File: src/nrle_pkg.sv
// Shared types and constants of the nibble run-length glyph decoder.
package nrle_pkg;

	localparam int unsigned WORD_W  = 32;
	localparam int unsigned INDEX_W = 7;
	localparam int unsigned NIB_W   = 4;
	localparam int unsigned RUN_W   = 3;

	// Byte sequencer states
	typedef enum logic [2:0] {
		ST_IDLE = 3'b001,
		ST_NIB  = 3'b010,
		ST_FIN  = 3'b100
	} seq_state_t;

	// Decode phase of the nibble stream
	typedef enum logic [2:0] {
		PH_HEADER  = 3'b001,
		PH_VALUE   = 3'b010,
		PH_LITERAL = 3'b100
	} phase_t;

	// Commands from the sequencer to the pixel unit
	typedef struct packed {
		logic             put;       // write one pixel
		logic [NIB_W-1:0] nib;       // pixel value
		logic             start;     // new byte: no word pending yet
		logic             block_end; // current byte is the last of the block
		logic             commit;    // byte finished, result taken into output
	} pix_ctrl_t;

	// One result word
	typedef struct packed {
		logic               truncated;
		logic               last_word;
		logic [INDEX_W-1:0] word_index;
		logic [WORD_W-1:0]  pixel_word;
	} word_t;

endpackage

File: src/nrle_pixel_unit.sv
// Pixel packer: accumulates pixels into 32-bit words and holds the word of the current byte.
module nrle_pixel_unit
	import nrle_pkg::*;
#(
	parameter int unsigned GLYPH_NIBBLES = 576
) (
	input  logic      clk,
	input  logic      arst_n,
	input  pix_ctrl_t ctrl,
	output logic      full,
	output logic      res_valid,
	output word_t     res
);

	// Pixel count is wide enough for the glyph and for a full 7-bit word index
	localparam int unsigned NW_MIN = INDEX_W + 3;
	localparam int unsigned NW_W   = ($clog2(GLYPH_NIBBLES + 1) > NW_MIN) ?
		$clog2(GLYPH_NIBBLES + 1) : NW_MIN;

	logic [WORD_W-1:0]  acc_q;
	logic [NW_W-1:0]    nw_q;
	logic               have_q;
	logic [WORD_W-1:0]  word_q;
	logic [INDEX_W-1:0] index_q;
	logic               last_q;

	logic [WORD_W-1:0]  acc_put;
	logic [NW_W-1:0]    nw_inc;
	logic               wrap;
	logic               fin_put;
	logic               trunc;
	logic [NW_W-1:0]    nw_word;
	logic [NW_W-1:0]    nw_word_next;

	assign full = (nw_q >= NW_W'(GLYPH_NIBBLES));

	// Pixel insert at the current nibble slot
	assign acc_put = acc_q | ({{(WORD_W-NIB_W){1'b0}}, ctrl.nib} << {nw_q[2:0], 2'b00});
	assign nw_inc  = nw_q + NW_W'(1);
	assign fin_put = (nw_inc >= NW_W'(GLYPH_NIBBLES));
	assign wrap    = (nw_inc[2:0] == 3'd0) || fin_put;
	assign nw_word = nw_q >> 3;
	assign nw_word_next = nw_q >> 3;

	// Result of the byte: pending word, or the partial word when the block ends early
	assign trunc     = ctrl.block_end && !full;
	assign res_valid = have_q || trunc;
	always_comb begin
		res.truncated = trunc;
		res.last_word = last_q || trunc;
		if (have_q) begin
			res.pixel_word = word_q;
			res.word_index = index_q;
		end else begin
			res.pixel_word = acc_q;
			res.word_index = nw_word[INDEX_W-1:0];
		end
	end

	// Accumulator and pixel count
	always_ff @(posedge clk or negedge arst_n) begin
		if (!arst_n) begin
			acc_q <= '0;
			nw_q  <= '0;
		end else if (ctrl.commit && ctrl.block_end) begin
			acc_q <= '0;
			nw_q  <= '0;
		end else if (ctrl.put && !full) begin
			nw_q  <= nw_inc;
			acc_q <= wrap ? '0 : acc_put;
		end
	end

	// First completed word of the byte is held; later ones only raise last
	always_ff @(posedge clk or negedge arst_n) begin
		if (!arst_n) begin
			have_q <= 1'b0;
			last_q <= 1'b0;
		end else if (ctrl.start) begin
			have_q <= 1'b0;
			last_q <= 1'b0;
		end else if (ctrl.put && !full && wrap) begin
			have_q <= 1'b1;
			if (!have_q) begin
				last_q <= fin_put;
			end else if (fin_put) begin
				last_q <= 1'b1;
			end
		end
	end

	always_ff @(posedge clk) begin
		if (ctrl.put && !full && wrap && !have_q) begin
			word_q  <= acc_put;
			index_q <= nw_word_next[INDEX_W-1:0];
		end
	end

endmodule

File: src/nibble_rle_glyph_decoder.sv
// Top level: byte sequencer, nibble decoder and output register of the glyph decoder.
//
// Usage:
//   Input stream s_*: one transfer per compressed byte (s_tdata[7:0]); the high
//   nibble is decoded first. A block is (GLYPH_NIBBLES+1)/2 bytes; after its last
//   byte all decode state restarts for the next glyph.
//   Output stream m_*: one transfer per finished 32-bit pixel word, first pixel
//   in bits 3:0, with its word index; m_tlast marks the last word of a glyph and
//   m_tuser flags a glyph whose block ended before it was complete.
//   Timing: after accept a byte passes ST_NIB (high nibble), ST_NIB (low nibble)
//   and ST_FIN; a repeat value stays in ST_NIB until its run is written, and a
//   new byte is taken only back in ST_IDLE. One pixel is written per cycle through
//   the shared packer. A result word shows on m_* the cycle after the byte ends.
//   Stall: the output register holds a word while m_tready is low; the next byte
//   is still taken and decoded, and it waits in its final step only if it too
//   produces a word before the held one is taken.
//   Reset: arst_n clears the sequencer, decode state and output valid at once.
module nibble_rle_glyph_decoder
	import nrle_pkg::*;
#(
	parameter int unsigned GLYPH_NIBBLES = 576
) (
	input  logic        clk,
	input  logic        arst_n,
	input  logic        s_tvalid,
	output logic        s_tready,
	input  logic [7:0]  s_tdata,   // [7:0] packed_byte
	output logic        m_tvalid,
	input  logic        m_tready,
	output logic [39:0] m_tdata,   // [31:0] pixel_word, [38:32] word_index, [39] zero
	output logic        m_tlast,   // last_word
	output logic        m_tuser    // truncated
);

	localparam int unsigned BLOCK_BYTES = (GLYPH_NIBBLES + 1) / 2;
	localparam int unsigned BY_W        = $clog2(BLOCK_BYTES);

	seq_state_t       state_q, state_d;
	phase_t           phase_q, phase_d;
	logic [RUN_W-1:0] run_q, run_d;
	logic [7:0]       byte_q;
	logic             nib_sel_q;
	logic [BY_W-1:0]  bytes_q;

	logic [NIB_W-1:0] nib;
	logic             advance;
	logic             put;
	logic             full;
	logic             res_valid;
	word_t            res;
	pix_ctrl_t        ctrl;
	logic             block_end;
	logic             fin_go;
	logic             load_out;

	logic             m_tvalid_q;
	word_t            out_q;

	assign s_tready  = (state_q == ST_IDLE);
	assign nib       = nib_sel_q ? byte_q[3:0] : byte_q[7:4];
	assign block_end = (bytes_q == BY_W'(BLOCK_BYTES - 1));
	assign fin_go    = (state_q == ST_FIN) && (!res_valid || !m_tvalid_q || m_tready);
	assign load_out  = fin_go && res_valid;

	// Nibble decode: one header, literal pixel or repeat pixel per cycle while in ST_NIB
	always_comb begin
		phase_d = phase_q;
		run_d   = run_q;
		advance = 1'b0;
		put     = 1'b0;
		if (state_q == ST_NIB) begin
			if (full) begin
				advance = 1'b1;
			end else begin
				case (phase_q)
					PH_HEADER: begin
						run_d   = nib[RUN_W-1:0];
						advance = 1'b1;
						if (nib[3]) begin
							phase_d = PH_VALUE;
						end else if (nib[RUN_W-1:0] != '0) begin
							phase_d = PH_LITERAL;
						end else begin
							phase_d = PH_HEADER;
						end
					end
					PH_LITERAL: begin
						put     = 1'b1;
						run_d   = run_q - RUN_W'(1);
						advance = 1'b1;
						if (run_q == RUN_W'(1)) begin
							phase_d = PH_HEADER;
						end
					end
					PH_VALUE: begin
						if (run_q == '0) begin
							phase_d = PH_HEADER;
							advance = 1'b1;
						end else begin
							put   = 1'b1;
							run_d = run_q - RUN_W'(1);
							if (run_q == RUN_W'(1)) begin
								phase_d = PH_HEADER;
								advance = 1'b1;
							end
						end
					end
					default: begin
						phase_d = PH_HEADER;
						advance = 1'b1;
					end
				endcase
			end
		end
	end

	// Sequencer next state
	always_comb begin
		state_d = state_q;
		case (state_q)
			ST_IDLE: begin
				if (s_tvalid) begin
					state_d = ST_NIB;
				end
			end
			ST_NIB: begin
				if (advance && nib_sel_q) begin
					state_d = ST_FIN;
				end
			end
			ST_FIN: begin
				if (fin_go) begin
					state_d = ST_IDLE;
				end
			end
			default: state_d = ST_IDLE;
		endcase
	end

	always_comb begin
		ctrl.put       = put;
		ctrl.nib       = nib;
		ctrl.start     = (state_q == ST_IDLE) && s_tvalid;
		ctrl.block_end = block_end;
		ctrl.commit    = fin_go;
	end

	nrle_pixel_unit #(
		.GLYPH_NIBBLES(GLYPH_NIBBLES)
	) u_pixel (
		.clk      (clk),
		.arst_n   (arst_n),
		.ctrl     (ctrl),
		.full     (full),
		.res_valid(res_valid),
		.res      (res)
	);

	// Control and decode state
	always_ff @(posedge clk or negedge arst_n) begin
		if (!arst_n) begin
			state_q   <= ST_IDLE;
			phase_q   <= PH_HEADER;
			run_q     <= '0;
			nib_sel_q <= 1'b0;
			bytes_q   <= '0;
		end else begin
			state_q <= state_d;
			if (fin_go && block_end) begin
				phase_q <= PH_HEADER;
				run_q   <= '0;
				bytes_q <= '0;
			end else begin
				phase_q <= phase_d;
				run_q   <= run_d;
				if (fin_go) begin
					bytes_q <= bytes_q + BY_W'(1);
				end
			end
			if (ctrl.start) begin
				nib_sel_q <= 1'b0;
			end else if (state_q == ST_NIB && advance) begin
				nib_sel_q <= 1'b1;
			end
		end
	end

	always_ff @(posedge clk) begin
		if (ctrl.start) begin
			byte_q <= s_tdata;
		end
	end

	// Output register
	always_ff @(posedge clk or negedge arst_n) begin
		if (!arst_n) begin
			m_tvalid_q <= 1'b0;
		end else if (load_out) begin
			m_tvalid_q <= 1'b1;
		end else if (m_tready) begin
			m_tvalid_q <= 1'b0;
		end
	end

	always_ff @(posedge clk) begin
		if (load_out) begin
			out_q <= res;
		end
	end

	assign m_tvalid = m_tvalid_q;
	assign m_tdata  = {1'b0, out_q.word_index, out_q.pixel_word};
	assign m_tlast  = out_q.last_word;
	assign m_tuser  = out_q.truncated;

endmodule

File: config.mk
export PLATFORM = sky130hd
export DESIGN_NAME = nibble_rle_glyph_decoder
export DESIGN_NICKNAME = d
export VERILOG_FILES = /design/src/nrle_pkg.sv /design/src/nrle_pixel_unit.sv /design/src/nibble_rle_glyph_decoder.sv
export SDC_FILE = /design/constraint.sdc
export NUM_CORES = 1
export LEC_CHECK = 0
export BUFFER_PORTS_ARGS = -buffer_cell sky130_fd_sc_hd__buf_2
export CORE_MARGIN = 4
export CORE_UTILIZATION = 54
export DETAILED_ROUTE_END_ITERATION = 6
export PLACE_DENSITY = 0.76
export SLEW_MARGIN = 20
export SYNTH_ARGS = -nofsm -noshare
export SYNTH_HDL_FRONTEND = slang
export SYNTH_SLANG_ARGS = --single-unit
File: constraint.sdc
create_clock -name clk -period 4.3 [get_ports clk]
set_input_delay 0.215 -clock clk [delete_from_list [all_inputs] [get_ports clk]]
set_output_delay 0.215 -clock clk [all_outputs]
set_load 0.01 [all_outputs]
==> impl.org, run 1 <==
** Pwr
- For this design the static power due to leakage is 3.15 nW.
- Power density cells :: 430 nW/um^2
- Overall power consumption after layout is estimated at 3.38 mW.
- VDD IR max :: 0.321 mV

** Clocking
- Counting the buffers created by CTS gives 17.
- The clock drives 152 sinks.
- After clock tree synthesis, the clock-pin slew on the worst setup and hold paths is 60 ps.
- The longest clock path from root to sink contains 2 buffers.
- In this run, post-CTS repair resized a total of 0 instances.
- TritonCTS built the clock tree.
- Clock latency on the worst-skew pair, taken at its later pin, is 430 ps.
- Cell at the root of the clock tree :: sky130_fd_sc_hd__clkbuf_16
- The number of hold buffers added after CTS was 8.
- The clock tree synthesis step divided the H-tree into 4 levels.
- After clock tree synthesis, the setup repair step added 0 buffers.

** Synth
- Post-synthesis mux area share :: 0.0821
- Flip-flop cell with the highest count after synthesis :: sky130_fd_sc_hd__edfxtp_1
- Of the total synthesized cell area, the portion taken by AND, OR, NAND and NOR gates is 0.131.
- Counting flops with an async set or reset pin after synthesis yields a share of 0.421.
- The post-synthesis compound-gate area fraction was 0.0981.
- Library cells used by synthesis :: 59
- Post-synthesis xor/xnor area fraction :: 0.0190
- Portion of synthesized cell area occupied by the leading cell type :: 0.383
- Post-synthesis cell count :: 498
- Synth area leaders :: sky130_fd_sc_hd__edfxtp_1 (38%), sky130_fd_sc_hd__dfrtp_1 (22%), sky130_fd_sc_hd__mux2_2 (7.3%)
- Mean instance size in the synthesized netlist :: 13.9 um^2
- The mapped netlist covers 6900 um^2.
- Of the total synthesized cell area, the portion taken by full adders, half adders and majority gates is 0.0127.
- Share of synthesized area occupied by flip-flops and latches :: 0.615
- Count of state elements after synthesis :: 152
- By area, the combinational part of the netlist is dominated by simple AND/OR/NAND/NOR gates.
- When the netlist entered floorplanning its net count stood at 517.
- Yosys printed 0 warnings.
- Count of flip-flops with a built-in enable after synthesis :: 88
- Summed over all instances, the cell type with the most area after synthesis is sky130_fd_sc_hd__edfxtp_1.

** Placement
- Number of placed instances with taps included :: 700
- Port buffering added 54 buffers.
- The wire-length estimate of the detail-placed layout is 8460 um.
- Routability-driven placement finished with a final weighted congestion of 0.931.
- Cell area after placement :: 7190 um^2

** Final layout
- Leaving out fill and tap cells, the most frequent cell in the layout is sky130_fd_sc_hd__edfxtp_1.
- Register Area :: 4250 um^2
- Once layout is done, the placed cells without fillers occupy 7880 um^2.
- In the final layout, the share of cells above drive strength 1 is 0.294.
- Once layout is complete, the utilization of the core stands at 0.627.
- Summing all multi-input logic gate instances after layout gives 2400 um^2.
- Filler Cell Count :: 922
- The number of antenna diodes in the final layout is 0.
- Highest-count cells in the layout ignoring fill and taps :: sky130_fd_sc_hd__edfxtp_1 (88), sky130_fd_sc_hd__dfrtp_1 (61), sky130_fd_sc_hd__buf_2 (54), sky130_fd_sc_hd__mux2_2 (45), sky130_fd_sc_hd__a21oi_1 (40)
- Non-filler cells, final :: 740
- Number of nets in the layout :: 574
- Layout-stage area growth over the synthesis result :: 14.1%

** STA
- Subtracting the final worst setup slack from the clock period gives 2970 ps.
- The worst pin sits at a relative slew slack of 0.302.
- Clock skew on the completed layout was measured at 10.5 ps.
- TNS Setup :: 0 ps
- Final cycle utilization of the critical path :: 0.691
- The number of hold-slack violations in the final timing report is 32.
- Max Clock Freq :: 336 MHz
- Measured slew at the worst slew-check pin :: 1050 ps
- RSZ-0062 raised after global routing :: false
- The final number of max-transition violations was 0.
- Final-layout worst hold slack :: -37.1 ps
- Count of endpoints failing setup in the final report :: 0

** Job
- Across the run, the number of max-cap violations was 0.

** Setup path
- The largest single stage delay on the critical path is 860 ps.
- Maximum fanout encountered on the critical timing path :: 24
- The setup check on the worst reg-to-reg path leaves a slack of 1330 ps.
- STA classifies the critical path startpoint as a register.
- Crit Reg-Reg Startpoint :: u_pixel.nw_q[8]
- The slowest stage of the critical path belongs to the cell sky130_fd_sc_hd__nor3b_4.
- STA classifies the critical path endpoint as a register.
- CP Data Required Time :: 4430 ps
- Count of cells along the worst register-to-register path :: 5
- The critical path is of the register to register type.
- The endpoint identified for the worst register-to-register timing path is u_pixel.word_q[19].
- Worst path arrival time :: 3100 ps
- Critical-path cell list :: o31ai_4 > nand2_4 > nor3_4 > nor3b_4 > buf_12

** Floorplanning
- After floorplanning, the core was divided into 41 placement rows.
- Initial core utilization :: 0.549
- The die covers 14,700 um^2.
- 56 I/O pins were placed.
- The die is 121 um tall.
- The floorplan step set the die width to 121 um.
- Core footprint :: 12,600 um^2

** Global route
- Pin count of the biggest net entering global routing :: 65
- First-pass GRT wire length :: 22,400 um
- Remaining global-route overflow :: 0
- For this run, the total global-route usage over all layers was measured as 0.202.
- Number of antenna violations at the first check in global routing :: 0
- The via count of the first global-routing pass came to 4,242.

** Drt
- Average wire length per cell after detail routing :: 18.6 um
- Length of the first detailed-routing pass in iterations :: 5
- Using the TritonRoute via totals, the vias-per-cell ratio works out to 5.74.
- The count of nets left with antenna violations once routing finished came out at 0.
- Aggregate routed wire length :: 13,800 um
- The first routing iteration left 374 violations.
- Total via count after detailed routing :: 4,249
- After detailed routing, the number of remaining DRC violations is 0.

** Outcome
- The flow ran to the end, but the final reports show violations.
- Violated checks :: hold timing

** Worst hold path
- The tightest min-delay check is of the input port to asynchronous set/reset pin type.
-- critical path: cells and delay by family, from the launching register on --
kind,cells,cell delay [ps]
AOI/OAI and AO/OA,1,420
and+or+nand+nor,3,1490
DFF,1,480
buffers and inverters,1,270
-- cell usage after synthesis (4+ instances only) --
library cell / number
sky130_fd_sc_hd__dfrtp_1: 62
sky130_fd_sc_hd__mux2i_1: 6
sky130_fd_sc_hd__clkbuf_8: 6
sky130_fd_sc_hd__nor2_1: 23
sky130_fd_sc_hd__nor3_2: 8
sky130_fd_sc_hd__nor2b_1: 6
sky130_fd_sc_hd__edfxtp_1: 88
sky130_fd_sc_hd__buf_6: 4
sky130_fd_sc_hd__buf_1: 4
sky130_fd_sc_hd__mux2_2: 45
sky130_fd_sc_hd__nand3_1: 8
sky130_fd_sc_hd__a21o_1: 33
sky130_fd_sc_hd__a21oi_1: 40
sky130_fd_sc_hd__nand2b_1: 7
sky130_fd_sc_hd__nor4_4: 4
sky130_fd_sc_hd__ha_1: 7
sky130_fd_sc_hd__o21ai_0: 5
sky130_fd_sc_hd__and3_1: 8
sky130_fd_sc_hd__xnor2_1: 15
sky130_fd_sc_hd__nor4_1: 6
sky130_fd_sc_hd__inv_1: 8
sky130_fd_sc_hd__nand2_1: 12
sky130_fd_sc_hd__clkbuf_1: 6
sky130_fd_sc_hd__nor3_1: 32
sky130_fd_sc_hd__nand4_1: 6
-- where the power goes --
part	internal (mW)	switching, mW
registers	1.58	0.0420
logic	0.0861	0.171
clock network	0.924	0.582
total	2.59	0.795
-- worst max path at each step --
stage / slack (ps) / start / endpoint
finish: 1330 / u_pixel.nw_q[8] / u_pixel.word_q[19]
global route: 1160 / u_pixel.nw_q[8] / u_pixel.word_q[19]
global placement: 1450 / u_pixel.nw_q[8] / u_pixel.word_q[17]
floorplan: 830 / u_pixel.nw_q[8] / m_tdata[0]
detailed placement: 1310 / u_pixel.nw_q[8] / u_pixel.word_q[28]
CTS: 1310 / u_pixel.nw_q[8] / u_pixel.word_q[30]
-- through the flow --
| step | hold slack (ps) | setup WS, ps |
|---|---|---|
| floorplan | -80.6 | 834 |
| global placement | 391 | 1450 |
| detailed placement | 393 | 1310 |
| CTS | 2.44 | 1310 |
| global route | 32.2 | 1160 |
| finish | -37.1 | 1330 |
-- metal layers --
layer / vias to the layer above / global-route usage / share of wire
met5: - / 0 / 0
met4: 0 / 0.0729 / 0.015
met3: 18 / 0.0457 / 0.052
met2: 116 / 0.328 / 0.50
met1: 2143 / 0.268 / 0.43
li1: 1972 / - / -
-- final cells by class --
| class | count | share of cell area |
|---|---|---|
| flip-flops and latches | 152 | 0.539 |
| multi-input cells | 311 | 0.304 |
| clock buffers | 22 | 0.0618 |
| repair buffers | 65 | 0.0489 |
| well taps | 172 | 0.0273 |
| clock inverters | 10 | 0.0146 |
| inverters | 8 | 0.00381 |
-- cells by family (layout without fill, tap and decap cells) --
group | Yosys count | in the layout
simple gates | 139 | 139
xor+xnor | 15 | 15
flops | 152 | 152
compound gates | 98 | 98
fa+ha+maj | 7 | 7
buf+inv | 35 | 105
mux | 51 | 51
other cells | 1 | 1
-- sequential cells by signal, summed over array words and instances (netlist names) --
signal,flops
u_pixel.acc_q,32
bytes_q,9
m_tuser,1
m_tlast,1
u_pixel.word_q,32
run_q,3
u_pixel.nw_q,10
byte_q,8
u_pixel.index_q,7
m_tvalid,1
u_pixel.have_q,1
m_tdata,39
u_pixel.last_q,1
state_q,3
nib_sel_q,1
phase_q,3
Note: power is estimated with default switching activity, not from simulation.
==> inputs of run 2 (changes only) <==
==> constraint.sdc (replaced) <==
create_clock -name clk -period 2.4 [get_ports clk]
set_input_delay 0.12 -clock clk [delete_from_list [all_inputs] [get_ports clk]]
set_output_delay 0.12 -clock clk [all_outputs]
set_load 0.01 [all_outputs]
==> run 2 against run 1 <==
Effect of this change: the flow now finishes without violations; clock power is 82% higher; global-route usage is 0.055 points lower; clock-buffer cell count stayed put; design area is 2.6% higher; critical path type unchanged.
==> impl.org, run 2 (synthesized netlist as in run 1, its figures left out) <==
** STA
- Measured slew at the worst slew-check pin :: 660 ps (was 1050 ps)
- The period utilization was 0.949 (was 0.691).
- Number of failing hold endpoints at the final stage :: 0 (was 32)
- Max-Slew Margin vs Limit :: 0.560 (was 0.302)
- The slack of the critical path came to 121 ps (was 1330 ps).
- The highest achievable clock rate came to 439 MHz (was 336 MHz).
- Time the worst path needs with I/O delays and setup :: 2280 ps (was 2970 ps)
- RSZ-0062 raised after global routing :: false (unchanged)
- The clock skew came to 6.46 ps (was 10.5 ps).
- Count of endpoints failing setup in the final report :: 0 (unchanged)
- The final number of max-transition violations is 0 (unchanged).
- Final-layout worst hold slack :: 30.4 ps (was -37.1 ps)

** Placement
- Worst Setup Slack post-DPL :: 125 ps (was 1310 ps)
- The placer congestion estimate is 0.880 (was 0.931).
- Buffers on Ports :: 54 (unchanged)
- Estimated wirelength of the detail-placed design :: 8910 um (was 8460 um)

** Setup path
- The number of buffers and inverters on the critical path is 1 (unchanged).
- The startpoint-to-endpoint class of the critical path is register to register (unchanged).
- CP Data Required Time :: 2520 ps (was 4430 ps)
- Crit-path max cell delay :: 540 ps (was 860 ps)
- The library cell contributing the largest single delay on the critical path is sky130_fd_sc_hd__dfrtp_1 (was sky130_fd_sc_hd__nor3b_4).
- The element type at the critical path start is a register (unchanged).
- Endpoint kind of the worst setup timing path :: register (unchanged)
- Critical-path cell list: and3_1 > nand4_1 > a221oi_4 > nor2_2 > nor3b_4 > buf_4 (was o31ai_4 > nand2_4 > nor3_4 > nor3b_4 > buf_12).
- The gate family responsible for the most delay along the worst path is simple AND/OR/NAND/NOR gates (unchanged).
- The arrival time at the worst endpoint is 2400 ps (was 3100 ps).
- The peak fanout along the critical path was 13 (was 24).

** Global route
- Via count of the first global-routing pass :: 4,352 (was 4,242)
- The initial antenna violation count was 0 (unchanged).
- The global-route wire length before repair was 22,600 um (was 22,400 um).
- Tot GR Track Use :: 0.202 (about the same)
- The largest net degree at the start of global routing is 49 (was 65).
- The remaining global-route overflow is 0 (unchanged).

** Final layout
- The number of nets in the layout is 592 (was 574).
- Layout-stage area growth over the synthesis result :: 17.0% (was 14.1%)
- Highest-count cells in the layout ignoring fill and taps :: sky130_fd_sc_hd__edfxtp_1 (88), sky130_fd_sc_hd__dfrtp_1 (60), sky130_fd_sc_hd__buf_2 (54), sky130_fd_sc_hd__mux2_2 (45), sky130_fd_sc_hd__a21oi_1 (40) (was sky130_fd_sc_hd__edfxtp_1 (88), sky130_fd_sc_hd__dfrtp_1 (61), sky130_fd_sc_hd__buf_2 (54), sky130_fd_sc_hd__mux2_2 (45), sky130_fd_sc_hd__a21oi_1 (40))
- Most common cell after layout, fill and taps aside :: sky130_fd_sc_hd__edfxtp_1 (unchanged)
- Flip-flop count of the largest register after layout :: 39 (unchanged)
- Share of post-route cells with drive strength above 1 :: 0.314 (was 0.294)
- The final standard cell utilization of the core was 0.643 (was 0.627).
- The number of antenna repair diodes came to 0 (unchanged).

** Drt
- Routed vias/inst :: 5.69 (was 5.74)
- The number of DRC violations after detailed routing came to 0 (unchanged).
- The total wirelength of the detailed-routed design was 13,800 um (about the same).
- The number of antenna-violating nets in the routed design is 0 (unchanged).
- Iter 0 DRT Violations :: 353 (was 374)
- Length of the first detailed-routing pass in iterations :: 4 (was 5)
- The routed via count was 4,316 (was 4,249).
- Average wire length per cell after detail routing :: 18.2 um (was 18.6 um)

** Floorplanning
- Placement row count :: 41 (unchanged)
- The area inside the core boundary was 12,600 um^2 (unchanged).
- Die area :: 14,700 um^2 (unchanged)
- The die outline height came to 121 um (unchanged).
- Initial core utilization :: 0.549 (unchanged)
- The horizontal die dimension was 121 um (unchanged).
- Top-level port count :: 56 (unchanged)

** Worst hold path
- The type of the most critical hold path is input port to register (was input port to asynchronous set/reset pin).

** Clocking
- The register clock-pin slew on the reported worst setup and hold paths came to 50 ps (was 60 ps).
- CTS buffer count :: 17 (unchanged)
- Clock Sinks :: 152 (unchanged)
- The clock latency on the worst-skew pair was 420 ps (was 430 ps).
- The cell at the root of the clock tree was sky130_fd_sc_hd__clkbuf_16 (unchanged).
- The buffer levels on the longest clock path was 2 (unchanged).
- TritonCTS clock tree :: built (unchanged)
- Number of H-tree levels :: 4 (unchanged)

** Pwr
- The power density over the cells was 756 nW/um^2 (was 430 nW/um^2).
- Reported leakage power :: 3.26 nW (was 3.15 nW)
- VDD IR max :: 0.680 mV (was 0.321 mV)

** Job
- Max capacitance violation total :: 0 (unchanged)

** Outcome
- Result of the run :: complete, no violations (was complete, but fails checks)
[run 2: metrics by stage]
stage | TNS (ps) | cell area, um^2 | power, mW | instances
after detailed placement | 0 | 7370 | 3.40 | 717
after global routing | 0 | 8080 | 6.31 | 758
after global placement | 0 | 7370 | 3.37 | 717
final | 0 | 8080 | 6.10 | 758
after CTS | 0 | 8080 | 6.14 | 758
after floorplan | -14480 | 6950 | 3.24 | 498
[run 2: worst reg2reg max path, cell delays in order, from the launching register on]
cell                       delay (ps)
sky130_fd_sc_hd__dfrtp_1          540
sky130_fd_sc_hd__and3_1           300
sky130_fd_sc_hd__nand4_1          170
sky130_fd_sc_hd__a221oi_4         350
sky130_fd_sc_hd__nor2_2            90
sky130_fd_sc_hd__nor3b_4          250
sky130_fd_sc_hd__buf_4            260
[run 2: repair_timing]
item / 4_1_cts / 5_1_grt
hold buffers: 9 / 0
endpoints found under the hold margin: 32 / 0
setup endpoints to repair: 0 / 0
buffers inserted: 0 / 0
gates resized for setup: 0 / 0
[run 2: path summary, 6_finish.rpt]
kind,startpoint,endpoint,slack (ps),cells after the start
max,u_pixel.nw_q[6],u_pixel.index_q[6],120,6
min,s_tvalid,u_pixel.have_q,30,3
max reg2reg,u_pixel.nw_q[6],u_pixel.index_q[6],120,6
min reg2reg,bytes_q[8],bytes_q[8],490,1
max in group asynchronous,arst_n,phase_q[0],1450,3
min in group asynchronous,arst_n,run_q[1],260,2
[run 2: area by class of cell]
class	instances	area (um^2)
fill	914	4490
clock inverter	10	150
timing repair buffer	83	548
sequential	152	4250
clock buffer	22	464
tap	172	215
inverter	8	30.0
multi-input combinational	311	2420
[run 2: where the power goes]
group | total (mW) | internal (mW) | switching [mW]
Combinational | 0.448 | 0.157 | 0.291
Clock | 2.75 | 1.78 | 0.966
Sequential | 2.91 | 2.83 | 0.0784
[run 2: metal layers]
layer / track usage / up-vias / routed length (um)
li1: - / 2020 / -
met1: 0.269 / 2120 / 6080
met2: 0.318 / 156 / 6690
met3: 0.0527 / 20 / 766
met4: 0.0765 / 0 / 235
met5: 0 / - / 0
